## src/hdl/avcpu_pkg.sv

```systemverilog
`default_nettype none
package avcpu_pkg;

	localparam int unsigned DW = 16;
	localparam int unsigned DIV_CW = $clog2(DW + 1);
	localparam logic [DW-1:0] NO_LIMIT = 16'hffff;
	localparam logic [4:0] SOCK_SAT = 5'd31;

	typedef enum logic [1:0] {
		MODE_CPU    = 2'd0,
		MODE_MEM    = 2'd1,
		MODE_CORE   = 2'd2,
		MODE_SOCKET = 2'd3
	} mode_t;

	typedef enum logic [2:0] {
		REG_MODE          = 3'd0,
		REG_MAX_SOCKETS   = 3'd1,
		REG_MAX_CORES     = 3'd2,
		REG_MAX_THREADS   = 3'd3,
		REG_MIN_SOCKETS   = 3'd4,
		REG_MIN_CORES     = 3'd5,
		REG_CPUS_PER_TASK = 3'd6,
		REG_NODE_TASK_CAP = 3'd7
	} cfg_reg_t;

	typedef enum logic {
		OP_HEADER = 1'b0,
		OP_SOCKET = 1'b1
	} opcode_t;

	typedef enum logic [3:0] {
		ST_IDLE,
		ST_HDIV,
		ST_F1,
		ST_F2,
		ST_F3,
		ST_F4,
		ST_FDIV,
		ST_F5,
		ST_OUT
	} state_t;

	typedef struct packed {
		logic        opcode;
		logic [15:0] node_cpus;
		logic [4:0]  node_sockets;
		logic [7:0]  node_cores;
		logic [7:0]  node_threads;
		logic [15:0] socket_task_cap;
		logic [15:0] core_task_cap;
		logic [7:0]  socket_used_cores;
		logic        last_item;
	} item_t;

	typedef struct packed {
		logic [15:0] avail_count;
		logic [15:0] free_cpus;
		logic [4:0]  usable_sockets;
		logic [7:0]  usable_cores;
		logic [7:0]  usable_threads;
		logic        underflow;
	} result_t;

	typedef struct packed {
		logic take;
		logic hdr_div;
		logic sock_wr;
		logic f1;
		logic f2;
		logic f3;
		logic f4;
		logic f5;
		logic load;
	} cmd_t;

	typedef struct packed {
		logic need_div;
		logic last;
		logic div_done;
		logic out_busy;
	} sts_t;

endpackage
`default_nettype wire

```

## src/hdl/avcpu_ifs.sv

```systemverilog
`default_nettype none
interface avcpu_item_if;
	logic        valid;
	logic        ready;
	logic        opcode;
	logic [15:0] node_cpus;
	logic [4:0]  node_sockets;
	logic [7:0]  node_cores;
	logic [7:0]  node_threads;
	logic [15:0] socket_task_cap;
	logic [15:0] core_task_cap;
	logic [7:0]  socket_used_cores;
	logic        last_item;

	modport source (output valid, opcode, node_cpus, node_sockets, node_cores, node_threads,
		socket_task_cap, core_task_cap, socket_used_cores, last_item, input ready);
	modport sink (input valid, opcode, node_cpus, node_sockets, node_cores, node_threads,
		socket_task_cap, core_task_cap, socket_used_cores, last_item, output ready);
endinterface

interface avcpu_result_if;
	logic        valid;
	logic        ready;
	logic [15:0] avail_count;
	logic [15:0] free_cpus;
	logic [4:0]  usable_sockets;
	logic [7:0]  usable_cores;
	logic [7:0]  usable_threads;
	logic        underflow;

	modport source (output valid, avail_count, free_cpus, usable_sockets, usable_cores,
		usable_threads, underflow, input ready);
	modport sink (input valid, avail_count, free_cpus, usable_sockets, usable_cores,
		usable_threads, underflow, output ready);
endinterface
`default_nettype wire

```

## src/hdl/available_cpu_count_core.sv

```systemverilog
`default_nettype none
// Available-CPU counter for one node. Send a header transfer (opcode 0) with the
// node topology, then one socket transfer (opcode 1) per socket; the transfer with
// last_item set yields one result. Header and socket transfers are taken back to
// back, but a header with node_sockets zero first runs the serial divide for the
// socket count and takes no transfer meanwhile. The final transfer adds four
// compute steps, the serial divide by cpus per task, one multiply step and the
// output load, plus any wait while an earlier result still waits on result.ready.
// A final header that needs the socket divide takes both. Configuration writes
// (cfg_wen, cfg_index, cfg_wdata) must happen while the block is idle.
module available_cpu_count_core
	import avcpu_pkg::*;
#(
	parameter int unsigned MAX_SOCKETS = 16
)(
	input  wire logic          clk,
	input  wire logic          arst_n,
	avcpu_item_if.sink         item,
	avcpu_result_if.source     result,
	input  wire logic          cfg_wen,
	input  wire logic [2:0]    cfg_index,
	input  wire logic [DW-1:0] cfg_wdata
);

	item_t   item_d;
	result_t res;
	cmd_t    cmd;
	sts_t    sts;
	logic    rdy, res_valid;

	assign item_d.opcode            = item.opcode;
	assign item_d.node_cpus         = item.node_cpus;
	assign item_d.node_sockets      = item.node_sockets;
	assign item_d.node_cores        = item.node_cores;
	assign item_d.node_threads      = item.node_threads;
	assign item_d.socket_task_cap   = item.socket_task_cap;
	assign item_d.core_task_cap     = item.core_task_cap;
	assign item_d.socket_used_cores = item.socket_used_cores;
	assign item_d.last_item         = item.last_item;

	avcpu_ctrl u_ctrl (
		.clk        (clk),
		.arst_n     (arst_n),
		.item_valid (item.valid),
		.sts        (sts),
		.item_ready (rdy),
		.cmd        (cmd)
	);

	avcpu_dp #(.MAX_SOCKETS(MAX_SOCKETS)) u_dp (
		.clk       (clk),
		.arst_n    (arst_n),
		.cmd       (cmd),
		.item      (item_d),
		.cfg_wen   (cfg_wen),
		.cfg_index (cfg_index),
		.cfg_wdata (cfg_wdata),
		.res_ready (result.ready),
		.sts       (sts),
		.res_valid (res_valid),
		.res       (res)
	);

	assign item.ready            = rdy;
	assign result.valid          = res_valid;
	assign result.avail_count    = res.avail_count;
	assign result.free_cpus      = res.free_cpus;
	assign result.usable_sockets = res.usable_sockets;
	assign result.usable_cores   = res.usable_cores;
	assign result.usable_threads = res.usable_threads;
	assign result.underflow      = res.underflow;

	a_simple_item: assert property (@(posedge clk) disable iff (!arst_n)
		item.valid && item.ready && !item.last_item &&
		!(item.opcode == OP_HEADER && item.node_sockets == '0) |=> item.ready)
		else $error("input not ready after a plain transfer");

	a_last_blocks: assert property (@(posedge clk) disable iff (!arst_n)
		item.valid && item.ready && item.last_item |=> !item.ready)
		else $error("input ready while a result is being computed");

	a_load_busy: assert property (@(posedge clk) disable iff (!arst_n)
		$rose(result.valid) |-> $past(!item.ready))
		else $error("result loaded while input was ready");

endmodule
`default_nettype wire

```

## src/hdl/avcpu_div.sv

```systemverilog
`default_nettype none
module avcpu_div
	import avcpu_pkg::*;
(
	input  wire logic          clk,
	input  wire logic          arst_n,
	input  wire logic          start,
	input  wire logic [DW-1:0] dividend,
	input  wire logic [DW-1:0] divisor,
	output logic      [DW-1:0] quot,
	output logic               done
);

	logic [DW-1:0]     rem_q, quo_q, dvs_q;
	logic [DIV_CW-1:0] cnt_q;
	logic [DW:0]       trial;
	logic              fits;

	assign trial = {rem_q, quo_q[DW-1]};
	assign fits  = trial >= {1'b0, dvs_q};

	always_ff @(posedge clk or negedge arst_n) begin
		if (!arst_n) begin
			cnt_q <= '0;
		end else if (start) begin
			cnt_q <= DIV_CW'(DW);
		end else if (cnt_q != '0) begin
			cnt_q <= cnt_q - 1'b1;
		end
	end

	always_ff @(posedge clk) begin
		if (start) begin
			rem_q <= '0;
			quo_q <= dividend;
			dvs_q <= divisor;
		end else if (cnt_q != '0) begin
			rem_q <= fits ? DW'(trial - {1'b0, dvs_q}) : trial[DW-1:0];
			quo_q <= {quo_q[DW-2:0], fits};
		end
	end

	assign quot = quo_q;
	assign done = cnt_q == '0;

endmodule
`default_nettype wire

```

## src/hdl/avcpu_ctrl.sv

```systemverilog
`default_nettype none
module avcpu_ctrl
	import avcpu_pkg::*;
(
	input  wire logic clk,
	input  wire logic arst_n,
	input  wire logic item_valid,
	input  wire sts_t sts,
	output logic      item_ready,
	output cmd_t      cmd
);

	state_t state_q, state_d;
	logic   last_q;

	always_comb begin
		state_d = state_q;
		unique case (state_q)
			ST_IDLE: begin
				if (item_valid) begin
					if (sts.need_div) state_d = ST_HDIV;
					else if (sts.last) state_d = ST_F1;
				end
			end
			ST_HDIV: begin
				if (sts.div_done) state_d = last_q ? ST_F1 : ST_IDLE;
			end
			ST_F1: state_d = ST_F2;
			ST_F2: state_d = ST_F3;
			ST_F3: state_d = ST_F4;
			ST_F4: state_d = ST_FDIV;
			ST_FDIV: begin
				if (sts.div_done) state_d = ST_F5;
			end
			ST_F5: state_d = ST_OUT;
			ST_OUT: begin
				if (!sts.out_busy) state_d = ST_IDLE;
			end
			default: state_d = ST_IDLE;
		endcase
	end

	always_comb begin
		item_ready  = state_q == ST_IDLE;
		cmd.take    = item_ready && item_valid;
		cmd.hdr_div = cmd.take && sts.need_div;
		cmd.sock_wr = state_q == ST_HDIV && sts.div_done;
		cmd.f1      = state_q == ST_F1;
		cmd.f2      = state_q == ST_F2;
		cmd.f3      = state_q == ST_F3;
		cmd.f4      = state_q == ST_F4;
		cmd.f5      = state_q == ST_F5;
		cmd.load    = state_q == ST_OUT && !sts.out_busy;
	end

	always_ff @(posedge clk or negedge arst_n) begin
		if (!arst_n) begin
			state_q <= ST_IDLE;
			last_q  <= 1'b0;
		end else begin
			state_q <= state_d;
			if (cmd.take) last_q <= sts.last;
		end
	end

endmodule
`default_nettype wire

```

## src/hdl/avcpu_dp.sv

```systemverilog
`default_nettype none
module avcpu_dp
	import avcpu_pkg::*;
#(
	parameter int unsigned MAX_SOCKETS = 16
)(
	input  wire logic          clk,
	input  wire logic          arst_n,
	input  wire cmd_t          cmd,
	input  wire item_t         item,
	input  wire logic          cfg_wen,
	input  wire logic [2:0]    cfg_index,
	input  wire logic [DW-1:0] cfg_wdata,
	input  wire logic          res_ready,
	output sts_t               sts,
	output logic               res_valid,
	output result_t            res
);

	localparam int unsigned CW = $clog2(MAX_SOCKETS + 1);

	mode_t         mode_q;
	logic [DW-1:0] max_sock_q, max_cores_q, max_thr_q, min_sock_q, min_cores_q;
	logic [DW-1:0] cpt_cfg_q, node_cap_q;

	always_ff @(posedge clk or negedge arst_n) begin
		if (!arst_n) begin
			mode_q      <= MODE_CPU;
			max_sock_q  <= NO_LIMIT;
			max_cores_q <= NO_LIMIT;
			max_thr_q   <= NO_LIMIT;
			min_sock_q  <= '0;
			min_cores_q <= '0;
			cpt_cfg_q   <= 16'd1;
			node_cap_q  <= '0;
		end else if (cfg_wen) begin
			unique case (cfg_reg_t'(cfg_index))
				REG_MODE:          mode_q      <= mode_t'(cfg_wdata[1:0]);
				REG_MAX_SOCKETS:   max_sock_q  <= cfg_wdata;
				REG_MAX_CORES:     max_cores_q <= cfg_wdata;
				REG_MAX_THREADS:   max_thr_q   <= cfg_wdata;
				REG_MIN_SOCKETS:   min_sock_q  <= cfg_wdata;
				REG_MIN_CORES:     min_cores_q <= cfg_wdata;
				REG_CPUS_PER_TASK: cpt_cfg_q   <= cfg_wdata;
				REG_NODE_TASK_CAP: node_cap_q  <= cfg_wdata;
				default: ;
			endcase
		end
	end

	logic [DW-1:0] cpt;
	assign cpt = (cpt_cfg_q != '0) ? cpt_cfg_q : 16'd1;

	logic [DW-1:0] hw_cpus_q, hw_sockets_q, sock_cap_q, core_cap_q;
	logic [7:0]    hw_cores_q, hw_threads_q;
	logic [DW-1:0] used_sum_q, free_sum_q;
	logic [CW-1:0] busy_q, entry_q;

	logic [7:0]    in_cores, in_threads;
	logic          hdr, slot_ok;
	logic [8:0]    core_left;
	logic [DW-1:0] sock_free;
	assign in_cores   = (item.node_cores != '0) ? item.node_cores : 8'd1;
	assign in_threads = (item.node_threads != '0) ? item.node_threads : 8'd1;
	assign hdr        = item.opcode == OP_HEADER;
	assign slot_ok    = (DW'(entry_q) < hw_sockets_q) && (entry_q < CW'(MAX_SOCKETS));
	assign core_left  = {1'b0, hw_cores_q} - {1'b0, item.socket_used_cores};

	always_comb begin
		if (core_left[8] || min_cores_q > DW'(core_left[7:0])) sock_free = '0;
		else sock_free = DW'(core_left[7:0]) * DW'(hw_threads_q);
	end

	logic          div_start, div_done;
	logic [DW-1:0] div_a, div_b, quot;
	logic [DW-1:0] cpus_fin;

	assign div_start = cmd.hdr_div || cmd.f4;
	assign div_a     = cmd.f4 ? cpus_fin : item.node_cpus;
	assign div_b     = cmd.f4 ? cpt : DW'(in_cores) * DW'(in_threads);

	avcpu_div u_div (
		.clk      (clk),
		.arst_n   (arst_n),
		.start    (div_start),
		.dividend (div_a),
		.divisor  (div_b),
		.quot     (quot),
		.done     (div_done)
	);

	always_ff @(posedge clk or negedge arst_n) begin
		if (!arst_n) begin
			hw_cpus_q    <= '0;
			hw_sockets_q <= '0;
			hw_cores_q   <= '0;
			hw_threads_q <= '0;
			sock_cap_q   <= '0;
			core_cap_q   <= '0;
			used_sum_q   <= '0;
			free_sum_q   <= '0;
			busy_q       <= '0;
			entry_q      <= '0;
		end else if (cmd.sock_wr) begin
			hw_sockets_q <= quot;
		end else if (cmd.take && hdr) begin
			hw_cpus_q    <= item.node_cpus;
			hw_cores_q   <= in_cores;
			hw_threads_q <= in_threads;
			if (item.node_sockets != '0) hw_sockets_q <= DW'(item.node_sockets);
			sock_cap_q   <= item.socket_task_cap;
			core_cap_q   <= item.core_task_cap;
			used_sum_q   <= '0;
			free_sum_q   <= '0;
			busy_q       <= '0;
			entry_q      <= '0;
		end else if (cmd.take && slot_ok) begin
			used_sum_q <= used_sum_q + DW'(item.socket_used_cores);
			free_sum_q <= free_sum_q + sock_free;
			if (item.socket_used_cores != '0) busy_q <= busy_q + 1'b1;
			entry_q <= entry_q + 1'b1;
		end
	end

	assign sts.need_div = hdr && item.node_sockets == '0;
	assign sts.last     = item.last_item;
	assign sts.div_done = div_done;

	// finish sequence
	logic [DW-1:0] alloc_q, sf0_q, rest_q, sock_q;
	logic [7:0]    cores_q, thr_q, nt_q;
	logic          ufs_q, uf_q;
	logic [DW-1:0] cpus_q, rprod_q, per_q, maxav_q, mprod_q, m_q, aprod_q, mc_q;

	logic [DW-1:0] sock_sub, sock_c;
	logic [7:0]    cores_c, thr_c;
	logic          ufs_c;
	always_comb begin
		ufs_c    = 1'b0;
		sock_sub = hw_sockets_q;
		if (mode_q == MODE_SOCKET) begin
			if (hw_sockets_q >= DW'(busy_q)) sock_sub = hw_sockets_q - DW'(busy_q);
			else begin
				sock_sub = '0;
				ufs_c    = 1'b1;
			end
		end
		if (mode_q == MODE_CORE || mode_q == MODE_SOCKET) begin
			sock_c  = (max_sock_q < sock_sub) ? max_sock_q : sock_sub;
			cores_c = (max_cores_q < DW'(hw_cores_q)) ? max_cores_q[7:0] : hw_cores_q;
			thr_c   = (max_thr_q < DW'(hw_threads_q)) ? max_thr_q[7:0] : hw_threads_q;
		end else begin
			sock_c  = hw_sockets_q;
			cores_c = hw_cores_q;
			thr_c   = hw_threads_q;
		end
	end

	logic [DW-1:0] per2, m_c;
	logic          minfail;
	assign per2    = (sock_cap_q != '0 && sock_cap_q < per_q) ? sock_cap_q : per_q;
	assign minfail = min_sock_q > sock_q;

	always_comb begin
		unique case (mode_q)
			MODE_CPU, MODE_MEM: m_c = cpus_q;
			MODE_CORE:          m_c = minfail ? '0 : ((mprod_q < maxav_q) ? mprod_q : maxav_q);
			MODE_SOCKET:        m_c = mprod_q;
			default:            m_c = cpus_q;
		endcase
		if (node_cap_q != '0 && node_cap_q < m_c) m_c = node_cap_q;
		cpus_fin = ((mode_q == MODE_CORE || mode_q == MODE_SOCKET) && minfail) ? '0 : cpus_q;
	end

	always_ff @(posedge clk) begin
		if (cmd.f1) begin
			alloc_q <= used_sum_q * DW'(hw_threads_q);
			sf0_q   <= (min_cores_q > DW'(hw_cores_q)) ? '0
				: DW'(hw_cores_q) * DW'(hw_threads_q);
			rest_q  <= hw_sockets_q - DW'(entry_q);
			sock_q  <= sock_c;
			cores_q <= cores_c;
			thr_q   <= thr_c;
			nt_q    <= (core_cap_q != '0 && core_cap_q < DW'(thr_c)) ? core_cap_q[7:0] : thr_c;
			ufs_q   <= ufs_c;
		end
		if (cmd.f2) begin
			if (mode_q == MODE_MEM) begin
				cpus_q <= hw_cpus_q;
				uf_q   <= ufs_q;
			end else if (hw_cpus_q >= alloc_q) begin
				cpus_q <= hw_cpus_q - alloc_q;
				uf_q   <= ufs_q;
			end else begin
				cpus_q <= '0;
				uf_q   <= 1'b1;
			end
			rprod_q <= DW'(rest_q * sf0_q);
			per_q   <= (mode_q == MODE_CORE && min_cores_q > DW'(cores_q)) ? '0
				: DW'(cores_q) * DW'(nt_q);
		end
		if (cmd.f3) begin
			maxav_q <= (mode_q == MODE_CORE && used_sum_q != '0) ? free_sum_q + rprod_q : NO_LIMIT;
			mprod_q <= DW'(sock_q * per2);
		end
		if (cmd.f4) begin
			m_q    <= m_c;
			cpus_q <= cpus_fin;
		end
		if (cmd.f5) begin
			aprod_q <= DW'(quot * cpt);
			mc_q    <= DW'(m_q * cpt);
		end
	end

	logic out_valid_q;
	assign sts.out_busy = out_valid_q && !res_ready;
	assign res_valid    = out_valid_q;

	always_ff @(posedge clk or negedge arst_n) begin
		if (!arst_n) out_valid_q <= 1'b0;
		else if (cmd.load) out_valid_q <= 1'b1;
		else if (res_ready) out_valid_q <= 1'b0;
	end

	always_ff @(posedge clk) begin
		if (cmd.load) begin
			res.avail_count    <= (aprod_q < mc_q) ? aprod_q : mc_q;
			res.free_cpus      <= cpus_q;
			res.usable_sockets <= (sock_q > DW'(SOCK_SAT)) ? SOCK_SAT : sock_q[4:0];
			res.usable_cores   <= cores_q;
			res.usable_threads <= thr_q;
			res.underflow      <= uf_q;
		end
	end

endmodule
`default_nettype wire

```

## src/flat_wrapper.sv

```systemverilog
// flat-port wrapper written by rule: the top's interface ports become plain ports
module available_cpu_count_core_flat import avcpu_pkg::*;
#(
	parameter int unsigned MAX_SOCKETS = 16
)
  (clk, arst_n, cfg_wen, cfg_index, cfg_wdata, item_valid, item_opcode, item_node_cpus, item_node_sockets, item_node_cores, item_node_threads, item_socket_task_cap, item_core_task_cap, item_socket_used_cores, item_last_item, item_ready, result_valid, result_avail_count, result_free_cpus, result_usable_sockets, result_usable_cores, result_usable_threads, result_underflow, result_ready);
  avcpu_item_if item_i ();
  avcpu_result_if result_i ();
  input  wire logic clk;
  input  wire logic arst_n;
  input  wire logic cfg_wen;
  input  wire logic [2:0] cfg_index;
  input  wire logic [DW-1:0] cfg_wdata;
  input wire logic [$bits(item_i.valid)-1:0] item_valid;
  input wire logic [$bits(item_i.opcode)-1:0] item_opcode;
  input wire logic [$bits(item_i.node_cpus)-1:0] item_node_cpus;
  input wire logic [$bits(item_i.node_sockets)-1:0] item_node_sockets;
  input wire logic [$bits(item_i.node_cores)-1:0] item_node_cores;
  input wire logic [$bits(item_i.node_threads)-1:0] item_node_threads;
  input wire logic [$bits(item_i.socket_task_cap)-1:0] item_socket_task_cap;
  input wire logic [$bits(item_i.core_task_cap)-1:0] item_core_task_cap;
  input wire logic [$bits(item_i.socket_used_cores)-1:0] item_socket_used_cores;
  input wire logic [$bits(item_i.last_item)-1:0] item_last_item;
  output wire logic [$bits(item_i.ready)-1:0] item_ready;
  output wire logic [$bits(result_i.valid)-1:0] result_valid;
  output wire logic [$bits(result_i.avail_count)-1:0] result_avail_count;
  output wire logic [$bits(result_i.free_cpus)-1:0] result_free_cpus;
  output wire logic [$bits(result_i.usable_sockets)-1:0] result_usable_sockets;
  output wire logic [$bits(result_i.usable_cores)-1:0] result_usable_cores;
  output wire logic [$bits(result_i.usable_threads)-1:0] result_usable_threads;
  output wire logic [$bits(result_i.underflow)-1:0] result_underflow;
  input wire logic [$bits(result_i.ready)-1:0] result_ready;
  assign item_i.valid = item_valid;
  assign item_i.opcode = item_opcode;
  assign item_i.node_cpus = item_node_cpus;
  assign item_i.node_sockets = item_node_sockets;
  assign item_i.node_cores = item_node_cores;
  assign item_i.node_threads = item_node_threads;
  assign item_i.socket_task_cap = item_socket_task_cap;
  assign item_i.core_task_cap = item_core_task_cap;
  assign item_i.socket_used_cores = item_socket_used_cores;
  assign item_i.last_item = item_last_item;
  assign item_ready = item_i.ready;
  assign result_valid = result_i.valid;
  assign result_avail_count = result_i.avail_count;
  assign result_free_cpus = result_i.free_cpus;
  assign result_usable_sockets = result_i.usable_sockets;
  assign result_usable_cores = result_i.usable_cores;
  assign result_usable_threads = result_i.usable_threads;
  assign result_underflow = result_i.underflow;
  assign result_i.ready = result_ready;
  available_cpu_count_core #(.MAX_SOCKETS(MAX_SOCKETS)) u_core (.clk(clk), .arst_n(arst_n), .item(item_i), .result(result_i), .cfg_wen(cfg_wen), .cfg_index(cfg_index), .cfg_wdata(cfg_wdata));
endmodule
```

## config.mk

```make
export PLATFORM = sky130hd
export DESIGN_NAME = available_cpu_count_core_flat
export DESIGN_NICKNAME = d
export VERILOG_FILES = /design/src/hdl/avcpu_pkg.sv /design/src/hdl/avcpu_ifs.sv /design/src/hdl/available_cpu_count_core.sv /design/src/hdl/avcpu_div.sv /design/src/hdl/avcpu_ctrl.sv /design/src/hdl/avcpu_dp.sv /design/src/flat_wrapper.sv
export SDC_FILE = /design/constraint.sdc
export NUM_CORES = 2
export LEC_CHECK = 0
export ABC_AREA = 1
export ABC_CLOCK_PERIOD_IN_PS = 14200
export BUFFER_PORTS_ARGS = -buffer_cell sky130_fd_sc_hd__buf_2
export CAP_MARGIN = 20
export CORE_ASPECT_RATIO = 1.75
export CORE_MARGIN = 4
export CORE_UTILIZATION = 50
export DETAILED_ROUTE_END_ITERATION = 6
export GPL_TIMING_DRIVEN = 0
export PLACE_DENSITY = 0.72
export SLEW_MARGIN = 30
export SYNTH_ARGS = -nofsm -noshare
export SYNTH_HDL_FRONTEND = slang
export SYNTH_HIERARCHICAL = 1
export SYNTH_SLANG_ARGS = --single-unit
```

## constraint.sdc

```tcl
create_clock -name clk -period 14.2 [get_ports clk]
set_clock_uncertainty 0.15 [all_clocks]
set_input_delay 2.13 -clock clk [delete_from_list [all_inputs] [get_ports clk]]
set_output_delay 2.13 -clock clk [all_outputs]
set_load 0.03 [all_outputs]
```

==> summary.txt <==
Crit path capture type = flop
Startpoint type of the worst setup path = input pin
Largest net degree at the start of global routing = 86
First-pass GRT wire length = 277.4 mm
CTS tree = done
Rows = 164
Final core utilization = 0.5461
Overall Global Routing Usage = 0.2964
Final Cycle Share = 0.6203
Post-synth EDFFs = 304
Max reg flops = 54
Seq/Total Area, Yosys = 0.2718
Worst r2r dst = u_core/u_dp/free_sum_q[14]
Reg with most FFs = u_core/u_dp/res
Max incr delay on CP = 650 ps
CP startpoint = item_socket_used_cores[2]
Per-cell routed wire length = 20.19 µm
RSZ-0062 raised after global routing = false
Layout Cells excl Fill = 8914
Hold Path Class = reg -> reg
Post-DP HPWL = 147.1 mm
Die Span Y = 457.5 µm
Max Slew Vio Count = 0
Setup violators final = 0
Gpl congestion = 0.9815
Cell count after synthesis = 7149
Vias = 47970
Worst-path clk slew = 70 ps
Crit path top cell by count = nand2_1
Worst reg2reg startpoint = u_core/u_dp/hw_cores_q[0]
Placed cell count = 8804
Ys Warns = 6
Post-synth top cells = 1784 x nand2_1, 1596 x inv_1, 593 x ha_1
Remaining DRCs = 0
Port Buf Inserts = 143
Mean Syn Cell Area = 8.076 µm²
Full die area = 121200 µm²
Root buffer cell = clkbuf_16
Layout cells sized above 1 = 0.05895
Reg2Reg Setup Slack = 6120 ps
Fillcell total = 10560
Vias per cell = 5.382
Synthesized cell area = 57730 µm²
Setup TNS = 0 ps
Routed Wire Length = 180.0 mm
Worst-margin pin slew = 1098 ps
Maxcap violations = 0
Finished Cell Area = 62530 µm²
Crit path DAT = 9190 ps
Clk_lat worst skew = 670 ps
Final min period = 8808 ps
Dominant cell type by area after synthesis = fa_1
Post-synth top area share = 0.1845
I/O pin total = 159
Setup CP Type = in -> reg
Final Hold Fails = 0
Status = completed
CP endpoint = u_core/u_dp/free_sum_q[15]
Area Overhead vs Synth = 8.313%
Max Freq = 113.5 MHz
GRT overflow = 0
Die width = 264.9 µm
Final ANT Viol Nets = 0
Top-count cell post-synth = nand2_1
Distinct cell type count after synthesis = 68
Post-CTS sizing = 0
Initial Utilization = 0.5042
Total clock sinks = 567
Core footprint = 114500 µm²
CP max FO = 8
Pre-antenna DRT Iters = 5
Final nets = 8595
Vias in the first global route = 50370
Ys async rst share = 0.4356
H-tree depth = 2
Syn nets = 8377
FF+latch count, synth = 567
Slowest-stage cell, CP = xor2_1
Slew HR = 0.2680
Postcts setup bufs = 0
CTS Buf Count = 55
Detailed Route Iter0 Violations = 3115
Largest cells by area after synthesis = fa_1 18%, edfxtp_1 16%, ha_1 13%
CP required = 14580 ps
Reg2Reg Depth = 37
Initial antenna violation count = 12
Dpl cell area = 60660 µm²
Cts hold-fix bufs = 0
Top FF cell, synth = edfxtp_1
Longest Clk Path Bufs = 3
==> layout by cell type (no fill, tap or decap), drive strengths merged, types with 4 or more instances in the layout <==
master / n
nand2: 1811
inv: 1626
ha: 593
fa: 532
nor2: 405
o21ai: 363
edfxtp: 304
clkbuf: 272
a21oi: 266
nand3: 222
buf: 201
dfrtp: 198
xor2: 145
xnor2: 92
dfstp: 49
nor3: 44
nand4: 31
nand3b: 28
clkinv: 28
nor4: 25
o21bai: 24
o211ai: 19
dfxtp: 16
a31oi: 15
o21a: 14
and2: 10
or2: 10
o22ai: 9
a211oi: 8
diode: 7
a21o: 7
a21boi: 7
nor3b: 5
a22o: 4
o31ai: 4
o2111ai: 4
==> area by class of cell <==
class | instances | area (µm²) | area share
diodes | 7 | 17.52 | 0.0002801
plain buffers | 243 | 1013 | 0.01621
clock inverters | 34 | 299.0 | 0.004782
flip-flops and latches | 567 | 15690 | 0.2509
well taps | 1494 | 1869 | 0.02989
multi-input cells | 4715 | 35000 | 0.5598
repair buffers | 161 | 996.0 | 0.01593
clock buffers | 69 | 1541 | 0.02465
inverters | 1624 | 6101 | 0.09756
==> worst min path at each step <==
stage / slack (ps) / from / cells after the start / end
finish: 270 / u_core/u_dp/uf_q / 0 / u_core/u_dp/res[0]
global route: 280 / u_core/u_dp/thr_q[1] / 0 / u_core/u_dp/res[2]
CTS: 270 / u_core/u_dp/uf_q / 0 / u_core/u_dp/res[0]
detailed placement: 250 / u_core/u_dp/uf_q / 0 / u_core/u_dp/res[0]
global placement: 260 / u_core/u_dp/thr_q[1] / 0 / u_core/u_dp/res[2]
floorplan: 250 / u_core/u_dp/uf_q / 0 / u_core/u_dp/res[0]
==> cells by family (layout without fill, tap and decap cells) <==
| family | after synthesis | count (layout) | synth area share |
|---|---|---|---|
| buffers and inverters | 1867 | 2131 | 0.1230 |
| adders and majority gates | 1125 | 1125 | 0.3130 |
| muxes | 1 | 1 | 0.0001734 |
| and+or+nand+nor | 2594 | 2594 | 0.1843 |
| xor gates and xnor gates | 237 | 237 | 0.03595 |
| other | 0 | 7 | 0 |
| DFF | 567 | 567 | 0.2718 |
| AOI/OAI and AO/OA | 758 | 758 | 0.07180 |
==> per-stage QoR <==
step / setup WS, ps / hold WS (ps)
6_report: 5392 / 268.8
5_1_grt: 4739 / 281.8
4_1_cts: 5458 / 269.1
3_5_place_dp: 4779 / 254.5
3_3_place_gp: 2280 / 259.1
2_1_floorplan: 5871 / 250.3
==> routing by layer <==
| layer | global-route usage | part of all wire | vias up |
|---|---|---|---|
| met2 | 0.5332 | 0.50 | 1813 |
| met1 | 0.2993 | 0.33 | 23050 |
| met5 | 0 | 0.00019 | - |
| met3 | 0.04223 | 0.057 | 731 |
| li1 | - | - | 22380 |
| met4 | 0.2502 | 0.11 | 6 |
==> critical path: cells and delay by family <==
family / cells / cell delay (ps)
XOR/XNOR: 1 / 650
buffers and inverters: 6 / 410
AO/OA/AOI/OAI: 12 / 1810
adder cells (fa/ha/maj): 7 / 3050
AND/OR/NAND/NOR: 14 / 1090
Power is left out: the tool's default activity adds up to more than one toggle a clock period on the data nets, which glitch-free logic cannot reach.
